[src/rtl/nts_pkg.sv]
`default_nettype none
// ---------------------------------------------------------------------------
// nts_pkg
// Shared types, constants and helpers of the nixie transition sequencer.
// ---------------------------------------------------------------------------
package nts_pkg;

    localparam int FADE_STEPS       = 64;
    localparam int ROLL_INTERVAL_MS = 50;
    localparam int US_PER_MS        = 1000;

    localparam int DUR_W    = 16;
    localparam int DIGIT_W  = 5;
    localparam int DOT_W    = 2;
    localparam int WAIT_W   = 26;
    localparam int CNT_W    = $clog2(FADE_STEPS + 1);
    localparam int SLICE_W  = $clog2((((2 ** DUR_W) - 1) * US_PER_MS) / FADE_STEPS + 1);
    localparam int PROD_W   = SLICE_W + CNT_W;
    localparam int MAX_CMDS = 4;
    localparam int NUM_W    = $clog2(MAX_CMDS + 1);
    localparam int IDX_W    = $clog2(MAX_CMDS);

    localparam int IN_TDATA_W  = 32;
    localparam int OUT_TDATA_W = 40;

    localparam logic signed [DIGIT_W-1:0] DIGIT_NONE = -5'sd1;
    localparam logic signed [DIGIT_W-1:0] DIGIT_MAX  = 5'sd9;
    localparam logic signed [DOT_W-1:0]   DOT_NONE   = -2'sd1;
    localparam logic signed [DOT_W-1:0]   DOT_MAX    = 2'sd1;

    localparam logic [WAIT_W-1:0] ROLL_WAIT_US = WAIT_W'(ROLL_INTERVAL_MS * US_PER_MS);

    typedef enum logic
    {
        ACT_START = 1'b0,
        ACT_TICK  = 1'b1
    } action_t;

    typedef enum logic [2:0]
    {
        PAT_OFF        = 3'd0,
        PAT_SHOW       = 3'd1,
        PAT_FADE_IN    = 3'd2,
        PAT_FADE_OUT   = 3'd3,
        PAT_CHANGE     = 3'd4,
        PAT_ROLL       = 3'd5,
        PAT_FROM_CLOUD = 3'd6,
        PAT_INTO_CLOUD = 3'd7
    } pattern_t;

    typedef struct packed
    {
        logic                      target_all;
        logic signed [DIGIT_W-1:0] digit;
        logic signed [DOT_W-1:0]   dot_sel;
        logic                      light;
        logic [WAIT_W-1:0]         wait_us;
    } cmd_t;

    typedef struct packed
    {
        cmd_t [MAX_CMDS-1:0] cmds;
        logic [NUM_W-1:0]    count;
        logic                busy;
    } batch_t;

    function automatic cmd_t make_cmd(input logic all,
                                      input logic signed [DIGIT_W-1:0] dg,
                                      input logic signed [DOT_W-1:0] dt,
                                      input logic on,
                                      input logic [WAIT_W-1:0] wt);
        cmd_t c;
        c.target_all = all;
        c.digit      = all ? DIGIT_NONE : dg;
        c.dot_sel    = all ? DOT_NONE : dt;
        c.light      = on;
        c.wait_us    = wt;
        return c;
    endfunction

endpackage
`default_nettype wire

[src/rtl/nts_front.sv]
`default_nettype none
// ---------------------------------------------------------------------------
// nts_front
// Accepts start and tick beats, advances the transition state and builds
// the batch of cathode commands that each beat causes.
// ---------------------------------------------------------------------------
module nts_front
(
    input  wire logic                           clk,
    input  wire logic                           rst_n,
    input  wire logic                           s_tvalid,
    output logic                                s_tready,
    input  wire logic [nts_pkg::IN_TDATA_W-1:0] s_tdata,
    input  wire logic                           s_tuser,
    input  wire logic                           q_ready,
    output logic                                push,
    output nts_pkg::batch_t                     batch
);
    import nts_pkg::*;

    pattern_t                  pattern_reg, pattern_next;
    logic                      running_reg, running_next;
    logic signed [DIGIT_W-1:0] shown_digit_reg, shown_digit_next;
    logic signed [DIGIT_W-1:0] target_digit_reg, target_digit_next;
    logic signed [DOT_W-1:0]   shown_dot_reg, shown_dot_next;
    logic signed [DOT_W-1:0]   target_dot_reg, target_dot_next;
    logic [CNT_W-1:0]          slice_count_reg, slice_count_next;
    logic [SLICE_W-1:0]        slice_time_reg, slice_time_next;

    logic                      accept;
    action_t                   action_in;
    pattern_t                  pattern_in;
    logic signed [DIGIT_W-1:0] num_in, num_c, roll_digit;
    logic signed [DOT_W-1:0]   dot_in, dot_c, roll_dot;
    logic [DUR_W-1:0]          dur_in;
    logic [WAIT_W-1:0]         dur_us;
    logic [PROD_W-1:0]         cur_prod, nxt_prod;
    logic [WAIT_W-1:0]         cur_wait, nxt_wait;
    logic signed [DIGIT_W-1:0] cn, nn;
    logic signed [DOT_W-1:0]   cd, nd;
    logic [MAX_CMDS-1:0][$bits(cmd_t)-1:0] cmds_raw;
    cmd_t [MAX_CMDS-1:0]       cmds;
    logic [NUM_W-1:0]          cnt;

    localparam logic [CNT_W-1:0] FADE_STEPS_C = CNT_W'(FADE_STEPS);

    assign s_tready   = q_ready;
    assign accept     = s_tvalid && s_tready;
    assign action_in  = action_t'(s_tuser);
    assign pattern_in = pattern_t'(s_tdata[2:0]);
    assign num_in     = signed'(s_tdata[7:3]);
    assign dot_in     = signed'(s_tdata[9:8]);
    assign dur_in     = s_tdata[25:10];

    assign num_c = (num_in < DIGIT_NONE || num_in > DIGIT_MAX) ? DIGIT_NONE : num_in;
    assign dot_c = (dot_in < DOT_NONE) ? DOT_NONE : dot_in;

    assign dur_us   = WAIT_W'(dur_in) * WAIT_W'(US_PER_MS);
    assign cur_prod = PROD_W'(slice_time_reg) * PROD_W'(FADE_STEPS_C - slice_count_reg);
    assign nxt_prod = PROD_W'(slice_time_reg) * PROD_W'(slice_count_reg);
    assign cur_wait = WAIT_W'(cur_prod / FADE_STEPS);
    assign nxt_wait = WAIT_W'(nxt_prod / FADE_STEPS);

    assign roll_digit = (shown_digit_reg >= DIGIT_MAX) ? DIGIT_NONE
                                                       : shown_digit_reg + 5'sd1;
    assign roll_dot   = (shown_dot_reg >= DOT_MAX) ? DOT_NONE : shown_dot_reg + 2'sd1;

    assign cn = (shown_digit_reg == target_digit_reg) ? DIGIT_NONE : shown_digit_reg;
    assign nn = (shown_digit_reg == target_digit_reg) ? DIGIT_NONE : target_digit_reg;
    assign cd = (shown_dot_reg == target_dot_reg) ? DOT_NONE : shown_dot_reg;
    assign nd = (shown_dot_reg == target_dot_reg) ? DOT_NONE : target_dot_reg;

    always_comb
    begin
        pattern_next      = pattern_reg;
        running_next      = running_reg;
        shown_digit_next  = shown_digit_reg;
        target_digit_next = target_digit_reg;
        shown_dot_next    = shown_dot_reg;
        target_dot_next   = target_dot_reg;
        slice_count_next  = slice_count_reg;
        slice_time_next   = slice_time_reg;
        cmds_raw          = '0;
        cnt               = '0;
        if (accept)
        begin
            if (action_in == ACT_START)
            begin
                pattern_next      = pattern_in;
                target_digit_next = num_c;
                target_dot_next   = dot_c;
                slice_time_next   = SLICE_W'(dur_us / FADE_STEPS);
                slice_count_next  = '0;
                running_next      = 1'b1;
                unique case (pattern_in)
                    PAT_OFF:
                    begin
                        cmds_raw[0]      = make_cmd(1'b1, DIGIT_NONE, DOT_NONE, 1'b0, '0);
                        cnt              = NUM_W'(1);
                        shown_digit_next = num_c;
                        shown_dot_next   = dot_c;
                        running_next     = 1'b0;
                    end
                    PAT_CHANGE:
                    begin
                        if (shown_digit_reg != num_c)
                        begin
                            cmds_raw[0] = make_cmd(1'b0, shown_digit_reg, DOT_NONE, 1'b0, '0);
                            if (shown_dot_reg != dot_c)
                            begin
                                cmds_raw[1] = make_cmd(1'b0, DIGIT_NONE, shown_dot_reg,
                                                       1'b0, '0);
                                cnt = NUM_W'(2);
                            end
                            else
                            begin
                                cnt = NUM_W'(1);
                            end
                        end
                        else if (shown_dot_reg != dot_c)
                        begin
                            cmds_raw[0] = make_cmd(1'b0, DIGIT_NONE, shown_dot_reg, 1'b0, '0);
                            cnt         = NUM_W'(1);
                        end
                    end
                    PAT_ROLL:
                    begin
                        cmds_raw[0] = make_cmd(1'b1, DIGIT_NONE, DOT_NONE, 1'b0, '0);
                        cnt         = NUM_W'(1);
                        if (shown_digit_reg == num_c)
                        begin
                            cmds_raw[1] = make_cmd(1'b0, shown_digit_reg, shown_dot_reg,
                                                   1'b1, '0);
                            cnt         = NUM_W'(2);
                        end
                    end
                    default:
                    begin
                        cmds_raw[0]      = make_cmd(1'b1, DIGIT_NONE, DOT_NONE, 1'b0, '0);
                        cnt              = NUM_W'(1);
                        shown_digit_next = num_c;
                        shown_dot_next   = dot_c;
                    end
                endcase
            end
            else if (running_reg)
            begin
                priority if (pattern_reg == PAT_OFF)
                begin
                    running_next = 1'b0;
                end
                else if (pattern_reg == PAT_SHOW)
                begin
                    cmds_raw[0]  = make_cmd(1'b0, shown_digit_reg, shown_dot_reg, 1'b1, '0);
                    cnt          = NUM_W'(1);
                    running_next = 1'b0;
                end
                else if (pattern_reg == PAT_ROLL)
                begin
                    cmds_raw[0] = make_cmd(1'b0, shown_digit_reg, shown_dot_reg, 1'b0, '0);
                    cnt         = NUM_W'(2);
                    if (shown_digit_reg != target_digit_reg)
                    begin
                        cmds_raw[1]      = make_cmd(1'b0, roll_digit, roll_dot, 1'b1,
                                                    ROLL_WAIT_US);
                        shown_digit_next = roll_digit;
                        shown_dot_next   = roll_dot;
                    end
                    else
                    begin
                        cmds_raw[1]      = make_cmd(1'b0, target_digit_reg, target_dot_reg,
                                                    1'b1, '0);
                        shown_digit_next = target_digit_reg;
                        shown_dot_next   = target_dot_reg;
                        running_next     = 1'b0;
                    end
                end
                else if (slice_count_reg >= FADE_STEPS_C)
                begin
                    if (pattern_reg == PAT_CHANGE)
                    begin
                        shown_digit_next = target_digit_reg;
                        shown_dot_next   = target_dot_reg;
                    end
                    running_next = 1'b0;
                end
                else
                begin
                    unique case (pattern_reg)
                        PAT_FADE_IN:
                        begin
                            cmds_raw[0] = make_cmd(1'b0, shown_digit_reg, shown_dot_reg,
                                                   1'b0, cur_wait);
                            cmds_raw[1] = make_cmd(1'b0, shown_digit_reg, shown_dot_reg,
                                                   1'b1, nxt_wait);
                            cnt         = NUM_W'(2);
                        end
                        PAT_FADE_OUT:
                        begin
                            cmds_raw[0] = make_cmd(1'b0, shown_digit_reg, shown_dot_reg,
                                                   1'b1, cur_wait);
                            cmds_raw[1] = make_cmd(1'b0, shown_digit_reg, shown_dot_reg,
                                                   1'b0, nxt_wait);
                            cnt         = NUM_W'(2);
                        end
                        PAT_CHANGE:
                        begin
                            cmds_raw[0] = make_cmd(1'b0, cn, cd, 1'b1, '0);
                            cmds_raw[1] = make_cmd(1'b0, nn, nd, 1'b0, cur_wait);
                            cmds_raw[2] = make_cmd(1'b0, cn, cd, 1'b0, '0);
                            cmds_raw[3] = make_cmd(1'b0, nn, nd, 1'b1, nxt_wait);
                            cnt         = NUM_W'(4);
                        end
                        PAT_FROM_CLOUD:
                        begin
                            cmds_raw[0] = make_cmd(1'b1, DIGIT_NONE, DOT_NONE, 1'b1, cur_wait);
                            cmds_raw[1] = make_cmd(1'b1, DIGIT_NONE, DOT_NONE, 1'b0, '0);
                            cmds_raw[2] = make_cmd(1'b0, shown_digit_reg, shown_dot_reg,
                                                   1'b1, nxt_wait);
                            cnt         = NUM_W'(3);
                        end
                        default:
                        begin
                            cmds_raw[0] = make_cmd(1'b1, DIGIT_NONE, DOT_NONE, 1'b0, '0);
                            cmds_raw[1] = make_cmd(1'b0, shown_digit_reg, shown_dot_reg,
                                                   1'b1, cur_wait);
                            cmds_raw[2] = make_cmd(1'b1, DIGIT_NONE, DOT_NONE, 1'b1, nxt_wait);
                            cnt         = NUM_W'(3);
                        end
                    endcase
                    slice_count_next = slice_count_reg + CNT_W'(1);
                end
            end
        end
    end

    always_comb
    begin
        for (int i = 0; i < MAX_CMDS; i++)
        begin
            cmds[i] = cmd_t'(cmds_raw[i]);
        end
    end

    assign batch.cmds  = cmds;
    assign batch.count = cnt;
    assign batch.busy  = running_next;
    assign push        = accept && (cnt != '0);

    always_ff @(posedge clk or negedge rst_n)
    begin
        if (!rst_n)
        begin
            pattern_reg      <= PAT_SHOW;
            running_reg      <= 1'b0;
            shown_digit_reg  <= DIGIT_NONE;
            target_digit_reg <= DIGIT_NONE;
            shown_dot_reg    <= DOT_NONE;
            target_dot_reg   <= DOT_NONE;
            slice_count_reg  <= '0;
            slice_time_reg   <= '0;
        end
        else
        begin
            pattern_reg      <= pattern_next;
            running_reg      <= running_next;
            shown_digit_reg  <= shown_digit_next;
            target_digit_reg <= target_digit_next;
            shown_dot_reg    <= shown_dot_next;
            target_dot_reg   <= target_dot_next;
            slice_count_reg  <= slice_count_next;
            slice_time_reg   <= slice_time_next;
        end
    end

endmodule
`default_nettype wire

[src/rtl/nts_queue.sv]
`default_nettype none
// ---------------------------------------------------------------------------
// nts_queue
// Two-entry queue of command batches between the front and the back.
// ---------------------------------------------------------------------------
module nts_queue
(
    input  wire logic            clk,
    input  wire logic            rst_n,
    input  wire logic            push,
    input  wire nts_pkg::batch_t wr_batch,
    output logic                 wr_ready,
    input  wire logic            pop,
    output nts_pkg::batch_t      rd_batch,
    output logic                 rd_valid
);
    import nts_pkg::*;

    batch_t     mem [2];
    logic       wr_ptr_reg, wr_ptr_next;
    logic       rd_ptr_reg, rd_ptr_next;
    logic [1:0] fill_reg, fill_next;
    logic       do_push, do_pop;

    assign wr_ready = (fill_reg != 2'd2);
    assign rd_valid = (fill_reg != 2'd0);
    assign do_push  = push && wr_ready;
    assign do_pop   = pop && rd_valid;
    assign rd_batch = mem[rd_ptr_reg];

    always_comb
    begin
        wr_ptr_next = do_push ? ~wr_ptr_reg : wr_ptr_reg;
        rd_ptr_next = do_pop ? ~rd_ptr_reg : rd_ptr_reg;
        fill_next   = fill_reg + {1'b0, do_push} - {1'b0, do_pop};
    end

    always_ff @(posedge clk)
    begin
        if (do_push)
        begin
            mem[wr_ptr_reg] <= wr_batch;
        end
    end

    always_ff @(posedge clk or negedge rst_n)
    begin
        if (!rst_n)
        begin
            wr_ptr_reg <= 1'b0;
            rd_ptr_reg <= 1'b0;
            fill_reg   <= 2'd0;
        end
        else
        begin
            wr_ptr_reg <= wr_ptr_next;
            rd_ptr_reg <= rd_ptr_next;
            fill_reg   <= fill_next;
        end
    end

endmodule
`default_nettype wire

[src/rtl/nts_back.sv]
`default_nettype none
// ---------------------------------------------------------------------------
// nts_back
// Takes batches from the queue and sends their commands one beat a cycle,
// while m_tready is high, through a registered output stage.
// ---------------------------------------------------------------------------
module nts_back
(
    input  wire logic            clk,
    input  wire logic            rst_n,
    input  wire nts_pkg::batch_t q_batch,
    input  wire logic            q_valid,
    output logic                 pop,
    output logic                 m_tvalid,
    input  wire logic            m_tready,
    output nts_pkg::cmd_t        m_cmd,
    output logic                 m_last,
    output logic                 m_busy
);
    import nts_pkg::*;

    batch_t           cur_reg, cur_next;
    logic             cur_valid_reg, cur_valid_next;
    logic [IDX_W-1:0] idx_reg, idx_next;
    logic             out_valid_reg, out_valid_next;
    cmd_t             out_cmd_reg, out_cmd_next;
    logic             out_last_reg, out_last_next;
    logic             out_busy_reg, out_busy_next;
    logic             load, last_cmd;

    assign load     = cur_valid_reg && (!out_valid_reg || m_tready);
    assign last_cmd = ({1'b0, idx_reg} == (cur_reg.count - NUM_W'(1)));
    assign pop      = q_valid && (!cur_valid_reg || (load && last_cmd));

    always_comb
    begin
        cur_next       = cur_reg;
        cur_valid_next = cur_valid_reg;
        idx_next       = idx_reg;
        out_valid_next = out_valid_reg;
        out_cmd_next   = out_cmd_reg;
        out_last_next  = out_last_reg;
        out_busy_next  = out_busy_reg;
        if (pop)
        begin
            cur_next       = q_batch;
            cur_valid_next = 1'b1;
            idx_next       = '0;
        end
        else if (load && last_cmd)
        begin
            cur_valid_next = 1'b0;
        end
        else if (load)
        begin
            idx_next = idx_reg + IDX_W'(1);
        end
        if (load)
        begin
            out_valid_next = 1'b1;
            out_cmd_next   = cur_reg.cmds[idx_reg];
            out_last_next  = last_cmd;
            out_busy_next  = cur_reg.busy;
        end
        else if (m_tready)
        begin
            out_valid_next = 1'b0;
        end
    end

    always_ff @(posedge clk)
    begin
        cur_reg      <= cur_next;
        idx_reg      <= idx_next;
        out_cmd_reg  <= out_cmd_next;
        out_last_reg <= out_last_next;
        out_busy_reg <= out_busy_next;
    end

    always_ff @(posedge clk or negedge rst_n)
    begin
        if (!rst_n)
        begin
            cur_valid_reg <= 1'b0;
            out_valid_reg <= 1'b0;
        end
        else
        begin
            cur_valid_reg <= cur_valid_next;
            out_valid_reg <= out_valid_next;
        end
    end

    assign m_tvalid = out_valid_reg;
    assign m_cmd    = out_cmd_reg;
    assign m_last   = out_last_reg;
    assign m_busy   = out_busy_reg;

endmodule
`default_nettype wire

[src/rtl/nixie_transition_sequencer.sv]
`default_nettype none
// ---------------------------------------------------------------------------
// nixie_transition_sequencer
// Drives one nixie tube through off, show, fade, change, roll and cloud
// transitions as a stream of cathode commands.
// ---------------------------------------------------------------------------
// A start beat (tuser 0) loads pattern, digit, dot and fade length; each tick
// beat (tuser 1) then yields the commands of one step, zero to four of them,
// the final one marked by tlast. The input side takes one beat per cycle
// while the two-batch queue has room; the output stage sends one command per
// cycle while m_tready is high, each item holding none to four commands, four
// for each cross-fade slice. Fade slices last the fade length times 1000 / 64
// microseconds, split between old and new image by the step count.
module nixie_transition_sequencer
(
    input  wire logic        clk,
    input  wire logic        rst_n,
    input  wire logic        s_tvalid,
    output logic             s_tready,
    // pattern[2:0], number[7:3], dot[9:8], duration_ms[25:10], zero pad
    input  wire logic [31:0] s_tdata,
    // action
    input  wire logic        s_tuser,
    output logic             m_tvalid,
    input  wire logic        m_tready,
    // digit[4:0], dot_sel[6:5], light[7], wait_us[33:8], busy_res[34], zero pad
    output logic [39:0]      m_tdata,
    // target_all
    output logic             m_tuser,
    output logic             m_tlast
);
    import nts_pkg::*;

    logic   push, q_ready, q_valid, pop, out_busy;
    batch_t wr_batch, rd_batch;
    cmd_t   out_cmd;

    nts_front u_front
    (
        .clk      (clk),
        .rst_n    (rst_n),
        .s_tvalid (s_tvalid),
        .s_tready (s_tready),
        .s_tdata  (s_tdata),
        .s_tuser  (s_tuser),
        .q_ready  (q_ready),
        .push     (push),
        .batch    (wr_batch)
    );

    nts_queue u_queue
    (
        .clk      (clk),
        .rst_n    (rst_n),
        .push     (push),
        .wr_batch (wr_batch),
        .wr_ready (q_ready),
        .pop      (pop),
        .rd_batch (rd_batch),
        .rd_valid (q_valid)
    );

    nts_back u_back
    (
        .clk      (clk),
        .rst_n    (rst_n),
        .q_batch  (rd_batch),
        .q_valid  (q_valid),
        .pop      (pop),
        .m_tvalid (m_tvalid),
        .m_tready (m_tready),
        .m_cmd    (out_cmd),
        .m_last   (m_tlast),
        .m_busy   (out_busy)
    );

    assign m_tdata = {5'b0, out_busy, out_cmd.wait_us, out_cmd.light,
                      out_cmd.dot_sel, out_cmd.digit};
    assign m_tuser = out_cmd.target_all;

    a_burst_gapless: assert property (@(posedge clk) disable iff (!rst_n)
        m_tvalid && m_tready && !m_tlast |=> m_tvalid)
        else $error("command burst broken before its last beat");

    a_all_addr_none: assert property (@(posedge clk) disable iff (!rst_n)
        m_tvalid && m_tuser |-> (m_tdata[4:0] == 5'h1F) && (m_tdata[6:5] == 2'h3))
        else $error("all-cathode command carries a digit or dot");

    a_batch_nonempty: assert property (@(posedge clk) disable iff (!rst_n)
        q_valid |-> rd_batch.count != '0)
        else $error("empty batch queued");

    a_push_room: assert property (@(posedge clk) disable iff (!rst_n)
        push |-> q_ready)
        else $error("batch pushed into full queue");

endmodule
`default_nettype wire
[config.mk]
export PLATFORM = sky130hd
export DESIGN_NAME = nixie_transition_sequencer
export DESIGN_NICKNAME = d
export VERILOG_FILES = /design/src/rtl/nts_pkg.sv /design/src/rtl/nts_front.sv /design/src/rtl/nts_queue.sv /design/src/rtl/nts_back.sv /design/src/rtl/nixie_transition_sequencer.sv
export SDC_FILE = /design/constraint.sdc
export NUM_CORES = 1
export LEC_CHECK = 0
export BUFFER_PORTS_ARGS = -buffer_cell sky130_fd_sc_hd__buf_4
export CORE_UTILIZATION = 25
export DETAILED_ROUTE_END_ITERATION = 10
export GPL_TIMING_DRIVEN = 0
export PLACE_DENSITY = 0.45
export SYNTH_ARGS = -nofsm -noshare
export SYNTH_HDL_FRONTEND = slang
export SYNTH_SLANG_ARGS = --single-unit
[constraint.sdc]
create_clock -name clk -period 18.2 [get_ports clk]
set_input_delay 3.64 -clock clk [delete_from_list [all_inputs] [get_ports clk]]
set_output_delay 3.64 -clock clk [all_outputs]
set_load 0.01 [all_outputs]
[Word level (Yosys, flattened, before mapping)]
Memory sizes are Yosys's and may differ from the RTL's. A register that Yosys moved wholly into a read port is not among the register bits.
Index checks and enable logic that the tools add are counted.
Storage, ports and cells
  RAM bits: 288
  output and inout bits: 44
  ROM bits: 0
  memories kept: 1
  bits in latches: 0
  input port bits: 37
  logic and storage cells: 174
  flip-flop bits (word level): 90
Cells by class
  bitwise operators: 4
  add/sub/neg operators: 8
  $mul: 3
  shift-type cells: 0
  div/mod/pow operators: 0
  eq/ne operators: 24
  reductions and logical operators: 24
  order comparisons: 7
  muxes and demuxes: 82
Memories
  u_queue.mem: depth 2, bits a word 144, rd ports 1, clocked after memory_dff 1, wr ports 1, RTL line nts_queue.sv:19  | batch_t mem [2];
Operators with widths (count)
  $mux 140: 4
  $mux 70: 4
  $pmux 70 s4: 1
  $mux 35: 5
  $mux 34: 4
  $mux 105: 1
  $pmux 35 s3: 1
  $bmux 35 s2: 1
  $pmux 35 s2: 1
  $mux 5: 13
  $mux 7: 6
  $mux 2: 16
  $mul 20x27->27: 1
  $mul 20x7->27: 1
  $mul 16x7->23 const B: 1
  $mux 3: 7
  $mux 1: 16
  $eq 3x3->1 const B: 5
  $pmux 3 s2: 2
  $eq 5x5->1: 2
  $ne 2x2->1 const B: 5
  $ne 5x5->1: 2
  $sub 7x7->8 const A: 1
  $add 7x1->7 const B: 1
  other kinds (31): 51

[Depth between registers and ports, before layout]
Gate-level depths: netlist of the first run.
  depth in word-level cells: 15
  gate-level depth with buffers: 33
  mapped depth without buffers: 29

[Cells and area by module]
From an unflattened synthesis of the first run, not the netlist that was laid out.
Unflattened totals
  cell total of the unflattened synthesis: 2665
  area, all modules: 33146.8 sq um
Modules (own cells, without submodules)
  nts_front: sequential area each 1144.8 sq um, area each 15717.6 sq um, instances 1, cells each 1937
  nts_queue: sequential area each 8748.4 sq um, area each 10777.8 sq um, instances 1, cells each 465
  nts_back: sequential area each 5525.3 sq um, area each 6602.6 sq um, instances 1, cells each 256
  nixie_transition_sequencer: sequential area each 0.0 sq um, area each 48.8 sq um, instances 1, cells each 7

[Worst setup path after synthesis of the first run]
No wires, ideal clock.
  path type: input -> register
  start: in s_tdata[5]
  end: mem u_queue.mem[0][0] (netlist bit) (enable)
  buffers on the path: 1
  slack: 6.738 ns
  library setup time: 0.619 ns
  arrival: 10.843 ns
  required time: 17.581 ns
  stages: 13
  cells stage by stage: o21a_1 nor2_1 nand2_1 o2bb2a_1 clkbuf_1 inv_1 ha_1 nor2_1 a21oi_1 nor2_1 o22a_1 a31oi_2 nor2b_1
On the way
  longest elaborated chain between the ends: 13
  elaborated cells on any way between the ends: 16
  classes of those cells: order compare (2); eq/ne (2); mux (8); reduce/logical (4)
RTL lines
  start, declared: RTL line nixie_transition_sequencer.sv:21  | input wire logic [31:0] s_tdata,
  $lt 5x1->1 or $gt 5x5->1 (tied branches): RTL line nts_front.sv:55  | assign num_c = (num_in < DIGIT_NONE || num_in > DIGIT_MAX) ? DIGIT_NONE : num_in;
  $logic_or 1x1->1: RTL line nts_front.sv:55
  $mux 5 (*): RTL line nts_front.sv:55
  $eq 5x5->1 or $ne 5x5->1 (tied branches): RTL line nts_front.sv:130, nts_front.sv:106
  $mux 2 (on tied branches): RTL line nts_front.sv:130, nts_front.sv:106
  $pmux 3 s2 (*): RTL line nts_front.sv:95  | unique case (pattern_in)
  $mux 3 (*): RTL line nts_front.sv:87  | if (action_in == ACT_START)
  $mux 3 (*): RTL line nts_front.sv:85  | if (accept)
  $reduce_bool 3->1 (*): RTL line nts_front.sv:248  | assign push = accept && (cnt != '0);
  $logic_and 1x1->1 (*): RTL line nts_front.sv:248
  $logic_and 1x1->1 (*): RTL line nts_queue.sv:27  | assign do_push = push && wr_ready;
  net u_queue.do_push: RTL line nts_queue.sv:23  | logic do_push, do_pop;
  $mux 1 (*): RTL line nts_queue.sv:40  | if (do_push)
  $mux 1 (not written as such) (*): RTL line nts_queue.sv:42  | mem[wr_ptr_reg] <= wr_batch;
  end, declared: RTL line nts_queue.sv:19
Mark *: on every way through the listed nets, which the timed path passes. The rest lies on a longest branch.

==> results of run 1 <==
## worst max-delay path, delay by kind of cell (launching register included)
family,cells,cell delay (ps)
simple gates,5,730
xor+xnor,3,1680
fa+ha+maj,7,3610
compound gates,6,2600
flops,1,320
buf+inv,7,2000
## layer usage
layer / part of all wire (%) / vias up
met5: 0.020 / -
met4: 2.3 / 4
met3: 3.2 / 102
met2: 47 / 352
met1: 47 / 10280
li1: - / 9446
## cells by family after synthesis
| kind of cell | share of synthesized area (%) |
|---|---|
| AND/OR/NAND/NOR | 9.626 |
| buffers and inverters | 6.462 |
| adder cells (fa/ha/maj) | 27.24 |
| flip-flops | 40.97 |
| AO/OA/AOI/OAI | 5.996 |
| multiplexers | 6.455 |
| XOR/XNOR | 3.241 |
| other | 0.01156 |
## metrics by stage
step | worst slack (ps) | std cells | hold WS (ps)
after floorplan | 6738 | 2775 | 400.3
after global placement | 2083 | 4566 | 413.3
after CTS | 6966 | 4670 | 422.8
after detailed placement | 6993 | 4575 | 408.9
final | 6919 | 4672 | 419.5
after global routing | 6457 | 4671 | 425.3
## layout make-up
class	instances	area, sq um
multi-input combinational	1779	17100
clock inverter	26	314.1
timing repair buffer	71	668.1
antenna	2	5.005
tap	1729	2163
sequential	451	13290
buffer	140	575.6
inverter	405	1520
fill	13380	91200
clock buffer	69	1344
## worst min path at each step
stage	endpoint	cells past startpoint
after CTS	u_back.m_busy$_DFFE_PP_	0
after global routing	u_back.m_busy$_DFFE_PP_	0
after floorplan	u_back.m_busy$_DFFE_PP_	0
after global placement	u_back.m_busy$_DFFE_PP_	0
after detailed placement	u_back.m_busy$_DFFE_PP_	0
final	u_back.m_busy$_DFFE_PP_	0
## Yosys cell counts (7+ instances only)
| cell type | instances | area share [%] |
|---|---|---|
| a211oi_1 | 9 | 0.21 |
| a21o_1 | 21 | 0.49 |
| a21oi_1 | 79 | 1.2 |
| and2_1 | 111 | 2.1 |
| and3_1 | 13 | 0.25 |
| buf_1 | 13 | 0.15 |
| buf_2 | 7 | 0.11 |
| buf_4 | 11 | 0.25 |
| clkbuf_1 | 109 | 1.3 |
| dfrtp_1 | 36 | 2.8 |
| dfstp_2 | 15 | 1.2 |
| edfxtp_1 | 398 | 37 |
| fa_1 | 325 | 20 |
| ha_1 | 182 | 7.0 |
| inv_1 | 404 | 4.7 |
| mux2_2 | 127 | 4.4 |
| mux4_2 | 29 | 2.0 |
| nand2_1 | 281 | 3.3 |
| nand2b_1 | 9 | 0.17 |
| nand3_1 | 24 | 0.37 |
| nand4_1 | 8 | 0.15 |
| nor2_1 | 167 | 1.9 |
| nor2b_1 | 7 | 0.14 |
| nor3_1 | 21 | 0.32 |
| o21a_1 | 17 | 0.39 |
| o21ai_0 | 71 | 1.1 |
| o21bai_1 | 9 | 0.21 |
| o22a_1 | 11 | 0.30 |
| o22ai_1 | 16 | 0.31 |
| o31ai_1 | 8 | 0.19 |
| or3_1 | 12 | 0.23 |
| xnor2_1 | 70 | 1.9 |
| xor2_1 | 50 | 1.4 |
==> results.ini, run 1 <==
[critical_path]
ff2ff_path_depth=28
r2r_slack_ps=6920
required_ps=18510
reg2reg_to=u_queue.mem[1][59]$_DFFE_PP_
start_kind=register
worstSetupEndpoint=u_queue.mem[1][59]$_DFFE_PP_
crit-reg2reg-launch=u_front.slice_count_reg[2]$_DFFE_PN0P_
crit_fanout=10
startpoint=u_front.slice_count_reg[2]$_DFFE_PN0P_
critPathKind=reg -> reg
arrival_ps=11600
worstSetupEndpointType=register
slowest_delay_ps=980
crit_path_frequent_cell=fa_1
crit_path_top_delay_cell=a21boi_0

[final_layout]
nets=3443
final_core_util_pct=28.85
drive_gt1_share_pct=12.27
layout_common_cells=inv_1 (404), edfxtp_1 (398), fa_1 (325), nand2_1 (280), ha_1 (182)
design_area_sq_um=36980
mostFrequentLayoutCell=inv_1
area_delta_synth_final_pct=14.03
largest_reg_flops=244

[logic_synthesis]
ys_warn_count=0
ys_seq_elements=451
ys_types=82
syn_area_sq_um=32430
postSynthCellCount=2766
synth_edf_count=398
syn_avg_cell_area_sq_um=11.72
yosysSeqAreaShare_pct=40.97
ys.flop_type=edfxtp_1
synthArstFlopShare_pct=11.31

[global_routing]
grt_max_degree=54
grt_pass1_wl_microns=134000
grt.overflow.total=0
grt_pass1_vias=20920
grt_use_met1_pct=18.88
grt_usage_pct=13.54
globalRouteMet3Util_pct=1.399
antenna_found_initial=5
top_usage_layer=met2
use_met2_pct=22.35

[timing]
worstMarginPinSlew_ps=1236
hold_viol=0
period_share_pct=61.98
rsz0062_at_grt=no
relSlewSlack_pct=16.84
fmax_ghz=0.08865
setup_tns_ps=0
clock_skew_ps=33.69
period_needed_ps=11280
drv_slew=0
setup_viol=0

[placed_design]
gp_congestion=0.8744
placed_area_sq_um=35310
hpwl_microns=68310
io_buffers=62

[floorplanning]
ios=81
die_h_microns=362.2
start_util_pct=25.30
coreArea_sq_um=128200
rows=131
dieArea_sq_um=131200
chipWidth_microns=362.2

[clock_tree]
path_clk_slew_ps=60
cts_resized=0
holdBufCountCts=0
clockBufferDepth=3
cts_htree_levels=2
cts_tree=done
post_cts_buffers=0
cts-root-buf=clkbuf_16
cts.sinks=451
numCtsBuffers=51
clock_latency_ps=610

[worst_hold_path]
hold_path_startpoint=u_back.cur_reg[0]$_DFFE_PP_
hp-class=reg -> reg

[run]
maxCapViolations=0

[route]
drtIter0Drc=1092
antenna_left=0
drc=0
via_per_inst=4.320
finalWirelength_microns=88500
firstDrtPassIters=5
avgRoutedWirePerCell_microns=18.94
vias=20180

[status]
outcome=finished clean

Power of run 1 is left out: the tool's default activity adds up to more than one toggle a clock period on the data nets, which glitch-free logic cannot reach.
==> run 2: changes to the inputs <==
==> constraint.sdc (replaced) <==
create_clock -name clk -period 10.7 [get_ports clk]
set_input_delay 2.14 -clock clk [delete_from_list [all_inputs] [get_ports clk]]
set_output_delay 2.14 -clock clk [all_outputs]
set_load 0.01 [all_outputs]
==> run 2 against run 1 <==
  * Count of clock-buffer cells in the layout did not move
  * Maximum frequency is 9.8% higher
  * Global-route usage about the same
  * Core utilization is essentially flat
  * Highest routed layer unchanged
==> results.ini, run 2 (synthesis gave the netlist of run 1 again) <==
[worst_hold_path]
whs_endpoint=u_back.m_busy$_DFFE_PP_
hp-class=reg -> reg
hold_path_startpoint=u_back.cur_reg[0]$_DFFE_PP_
whs_path_depth=0  ; unchanged

[critical_path]
path_buf_inv=7  ; unchanged
crit_fanout=10  ; unchanged
crit_path_frequent_cell=fa_1
crit_path_top_delay_cell=xor2_1
path_delay_family=adder cells
critPathKind=reg -> reg
ff2ff_path_depth=28  ; unchanged
required_ps=11000  ; -7510 ps
r2r_slack_ps=430  ; -6490 ps
cp.depth=28  ; unchanged
slowest_delay_ps=760  ; -220 ps
reg2reg_to=u_queue.mem[0][55]$_DFFE_PP_
crit-reg2reg-launch=u_front.slice_count_reg[2]$_DFFE_PN0P_
worstSetupEndpointType=register
start_kind=register
arrival_ps=10580  ; -1020 ps

[floorplanning]
coreArea_sq_um=128200  ; unchanged
dieArea_sq_um=131200  ; unchanged
rows=131  ; unchanged
start_util_pct=25.30  ; unchanged
die_h_microns=362.2  ; unchanged
chipWidth_microns=362.2  ; unchanged
ios=81  ; unchanged

[global_routing]
grt.overflow.total=0  ; unchanged
grt_usage_pct=13.54  ; about the same
grt_pass1_wl_microns=134000  ; unchanged
grt_max_degree=54  ; unchanged
grt_pass1_vias=20910  ; -0.053%
antenna_found_initial=4  ; -1

[final_layout]
final_core_util_pct=28.88  ; +0.033 points
nets=3443  ; unchanged
fill_cells=13370  ; -0.045%
layout_common_cells=inv_1 (404), edfxtp_1 (398), fa_1 (325), nand2_1 (280), ha_1 (182)
mostFrequentLayoutCell=inv_1
largest_reg_flops=244  ; unchanged
area_delta_synth_final_pct=14.16
multi_input_area_sq_um=17140  ; +0.24%
seq_area_sq_um=13290  ; unchanged
drive_gt1_share_pct=12.51  ; +0.24 points

[status]
outcome=finished clean

[placed_design]
place_ws_ps=-506.8  ; -7500 ps
gp_congestion=0.8744  ; unchanged
io_buffers=62  ; unchanged
hpwl_microns=68310  ; unchanged

[timing]
hold_viol=0  ; unchanged
relSlewSlack_pct=24.49  ; +7.7 points
worstMarginPinSlew_ps=1133  ; -103.7 ps
fin_hold_ws_ps=419.5  ; -0.004000 ps
period_needed_ps=10270  ; -1008 ps
drv_slew=0  ; unchanged
clock_skew_ps=35.09  ; +1.404 ps
setup_ws_ps=427.6  ; -6492 ps
fmax_ghz=0.09735  ; +9.8%
setup_tns_ps=0  ; unchanged
rsz0062_at_grt=no
setup_viol=0  ; unchanged
period_share_pct=96.00  ; +34 points

[route]
finalWirelength_microns=88500  ; about the same
via_per_inst=4.317  ; about the same
vias=20170  ; -0.050%
drc=0  ; unchanged
drtIter0Drc=1043  ; -4.5%
firstDrtPassIters=6  ; +1
avgRoutedWirePerCell_microns=18.94  ; about the same
antenna_left=0  ; unchanged

[clock_tree]
path_clk_slew_ps=60  ; about the same
clock_latency_ps=610  ; about the same
cts-root-buf=clkbuf_16
clockBufferDepth=3  ; unchanged
numCtsBuffers=51  ; unchanged
cts_htree_levels=2  ; unchanged
cts_tree=done
cts.sinks=451  ; unchanged

[run]
maxCapViolations=0  ; unchanged

[run 2: cell counts in the layout (fill, tap and decap cells not counted)]
No cell type changed its count.
[run 2: layout make-up]
type	count	area share (%)
clock inverters	26	0.8483
well taps	1729	5.843
multi-input cells	1779	46.31
inverters	405	4.106
diodes	2	0.01352
repair buffers	71	1.805
plain buffers	140	1.558
flip-flops and latches	451	35.89
clock buffers	69	3.630
[run 2: per-stage QoR]
step | instances | area, sq um
finish | 4672 | 37020
floorplan | 2775 | 32460
global route | 4671 | 37020
detailed placement | 4575 | 35310
CTS | 4670 | 36990
global placement | 4566 | 35090
[run 2: timing repair]
action	CTS	global route
gates resized for setup	3	6
hold buffers	0	0
buffers inserted	0	0
endpoints found under the setup margin	22	22
hold endpoints to repair	0	0
[run 2: per-layer routing]
| layer | track usage (%) | vias to the layer above | part of all wire [%] |
|---|---|---|---|
| met4 | 3.473 | 2 | 2.3 |
| met5 | 0 | - | 0.0090 |
| li1 | - | 9449 | - |
| met3 | 1.291 | 105 | 3.3 |
| met2 | 22.35 | 359 | 47 |
| met1 | 18.95 | 10260 | 47 |
[run 2: how the worst max path moves through the flow]
stage                                     to  slack (ps)                                    from
6_report        u_queue.mem[0][55]$_DFFE_PP_         430  u_front.slice_count_reg[2]$_DFFE_PN0P_
2_1_floorplan    u_queue.mem[0][0]$_DFFE_PP_         740                              s_tdata[5]
4_1_cts         u_queue.mem[0][58]$_DFFE_PP_          40  u_front.slice_count_reg[2]$_DFFE_PN0P_
5_1_grt         u_queue.mem[0][58]$_DFFE_PP_          10  u_front.slice_count_reg[2]$_DFFE_PN0P_
3_3_place_gp   u_queue.mem[0][116]$_DFFE_PP_       -3920                              s_tdata[5]
3_5_place_dp    u_queue.mem[1][59]$_DFFE_PP_        -510  u_front.slice_count_reg[2]$_DFFE_PN0P_
[run 2: worst register-to-register path: cells and delay by family, from the launching register on]
kind	cells	cell delay (ps)
flip-flops	1	320
XOR/XNOR	3	1250
buffers and inverters	7	2040
AND/OR/NAND/NOR	5	640
AO/OA/AOI/OAI	6	2080
adder cells (fa/ha/maj)	7	3620
Power of run 2 is left out for the same reason.
==> run 3: changes to the inputs <==
--- a/config.mk
+++ b/config.mk
@@ -6,10 +6,12 @@
 export NUM_CORES = 1
 export LEC_CHECK = 0
 export BUFFER_PORTS_ARGS = -buffer_cell sky130_fd_sc_hd__buf_4
+export CELL_PAD_IN_SITES_DETAIL_PLACEMENT = 0
+export CELL_PAD_IN_SITES_GLOBAL_PLACEMENT = 1
 export CORE_UTILIZATION = 25
 export DETAILED_ROUTE_END_ITERATION = 10
 export GPL_TIMING_DRIVEN = 0
-export PLACE_DENSITY = 0.45
+export PLACE_DENSITY = 0.51
 export SYNTH_ARGS = -nofsm -noshare
 export SYNTH_HDL_FRONTEND = slang
 export SYNTH_SLANG_ARGS = --single-unit
==> constraint.sdc (replaced) <==
create_clock -name clk -period 13.3 [get_ports clk]
set_input_delay 2.66 -clock clk [delete_from_list [all_inputs] [get_ports clk]]
set_output_delay 2.66 -clock clk [all_outputs]
set_load 0.01 [all_outputs]
==> run 3 against run 2 <==
  * Wire length is 1.9% higher
  * Critical path depth stayed put
  * Global-route usage is 0.38 points higher
  * Worst hold slack hardly changed
  * Critical path type unchanged
  * Highest routed layer unchanged
==> results.ini, run 3 (synthesis gave the netlist of run 1 again) <==
[floorplanning]
coreArea_sq_um=128200  ; unchanged
rows=131  ; unchanged
die_h_microns=362.2  ; unchanged
start_util_pct=25.30  ; unchanged
chipWidth_microns=362.2  ; unchanged
dieArea_sq_um=131200  ; unchanged
ios=81  ; unchanged

[global_routing]
globalRouteMet3Util_pct=2.375  ; +1.1 points
grt_pass1_vias=20880  ; -0.17%
grt_pass1_wl_microns=136400  ; +1.8%
grt_max_degree=59  ; +9.3%
top_usage_layer=met2
use_met2_pct=22.84  ; +0.49 points
grt.overflow.total=0  ; unchanged
grt_use_met1_pct=18.99  ; +0.038 points
grt_usage_pct=13.92  ; +0.38 points
antenna_found_initial=6  ; +2

[clock_tree]
path_clk_slew_ps=60  ; about the same
numCtsBuffers=51  ; unchanged
cts-root-buf=clkbuf_16
clock_latency_ps=630  ; +20 ps
cts_htree_levels=2  ; unchanged
cts_resized=0  ; -3
holdBufCountCts=0  ; unchanged
cts.sinks=451  ; unchanged
post_cts_buffers=0  ; unchanged
cts_tree=done
clockBufferDepth=3  ; unchanged

[worst_hold_path]
whs_path_depth=0  ; unchanged
hp-class=reg -> reg
whs_endpoint=u_back.m_busy$_DFFE_PP_
hold_path_startpoint=u_back.cur_reg[0]$_DFFE_PP_

[critical_path]
crit_fanout=10  ; unchanged
crit-reg2reg-launch=u_front.slice_count_reg[2]$_DFFE_PN0P_
reg2reg_to=u_queue.mem[0][58]$_DFFE_PP_
slowest_delay_ps=1020  ; +260 ps
arrival_ps=11530  ; +950 ps
crit_path_top_delay_cell=a21boi_0
ff2ff_path_depth=28  ; unchanged
crit_path_frequent_cell=fa_1
required_ps=13590  ; +2590 ps
worstSetupEndpointType=register
start_kind=register
critPathKind=reg -> reg
r2r_slack_ps=2070  ; +1640 ps

[final_layout]
nets=3443  ; unchanged
final_core_util_pct=28.89  ; about the same
largest_reg_flops=244  ; unchanged
layout_common_cells=inv_1 (404), edfxtp_1 (398), fa_1 (325), nand2_1 (280), ha_1 (182)
mostFrequentLayoutCell=inv_1
area_delta_synth_final_pct=14.17  ; about the same
drive_gt1_share_pct=12.27  ; -0.24 points

[route]
drc=0  ; unchanged
vias=19990  ; -0.90%
finalWirelength_microns=90170  ; +1.9%
avgRoutedWirePerCell_microns=19.30  ; +1.9%
drtIter0Drc=1106  ; +6.0%
antenna_left=0  ; unchanged
firstDrtPassIters=5  ; -1
via_per_inst=4.279  ; -0.88%

[status]
outcome=finished clean

[placed_design]
io_buffers=62  ; unchanged
hpwl_microns=70010  ; +2.5%
gp_congestion=0.8329  ; -4.7%

[run]
maxCapViolations=0  ; unchanged

[timing]
worstMarginPinSlew_ps=1290  ; +157.8 ps
setup_viol=0  ; unchanged
period_needed_ps=11230  ; +959.3 ps
rsz0062_at_grt=no
hold_viol=0  ; unchanged
relSlewSlack_pct=13.20  ; -11 points
clock_skew_ps=47.13  ; +12.04 ps
fmax_ghz=0.08903  ; -8.5%
period_share_pct=84.45  ; -12 points
drv_slew=0  ; unchanged

[run 3: changes by cell type in the layout (fill, tap and decap cells not counted), sizes merged]
cell / before / now
bufinv: 4 / 6
clkinv: 19 / 22
inv: 406 / 404
diode: 2 / 1
clkbuf: 178 / 174
clkinvlp: 2 / 3
[run 3: area by class of cell]
class,count,area (sq um)
antenna,1,2.502
buffer,140,575.6
clock buffer,65,1349
clock inverter,30,356.6
fill,13440,91150
inverter,405,1520
multi-input combinational,1779,17100
sequential,451,13290
tap,1729,2163
timing repair buffer,71,668.1
[run 3: how the worst max path moves through the flow]
stage | slack, ps | end | depth (start not counted) | start
2_1_floorplan | 2820 | u_queue.mem[0][0]$_DFFE_PP_ | 13 | s_tdata[5]
3_3_place_gp | -2080 | u_queue.mem[0][116]$_DFFE_PP_ | 14 | s_tdata[5]
3_5_place_dp | 1950 | u_queue.mem[0][58]$_DFFE_PP_ | 28 | u_front.slice_count_reg[2]$_DFFE_PN0P_
4_1_cts | 1920 | u_queue.mem[0][58]$_DFFE_PP_ | 28 | u_front.slice_count_reg[2]$_DFFE_PN0P_
5_1_grt | 1220 | u_queue.mem[1][58]$_DFFE_PP_ | 28 | u_front.slice_count_reg[2]$_DFFE_PN0P_
6_report | 2070 | u_queue.mem[0][58]$_DFFE_PP_ | 28 | u_front.slice_count_reg[2]$_DFFE_PN0P_
[run 3: layer usage]
metal	share of wire, %	routed length (microns)
met5	0.038	34
met2	47	42110
met4	2.3	2090
met1	47	42040
met3	4.3	3890
[run 3: metrics by stage]
stage	setup TNS (ps)	setup WS, ps	hold slack [ps]	cells	instance area (sq um)
6_report	0	2068	419.3	4671	37020
5_1_grt	0	1216	440.3	4670	37020
3_3_place_gp	-250060	-2077	403.9	4566	35090
2_1_floorplan	0	2818	400.3	2775	32460
3_5_place_dp	0	1946	407.1	4575	35320
4_1_cts	0	1920	422.3	4670	37020
[run 3: worst max-delay path, delay by kind of cell, from the launching register on]
| kind | cells | cell delay, ps |
|---|---|---|
| DFF | 1 | 320 |
| AOI/OAI and AO/OA | 8 | 2940 |
| buffers and inverters | 7 | 2020 |
| adders and majority gates | 7 | 3560 |
| xor gates and xnor gates | 3 | 1600 |
| and+or+nand+nor | 3 | 450 |
Power of run 3 is left out for the same reason.
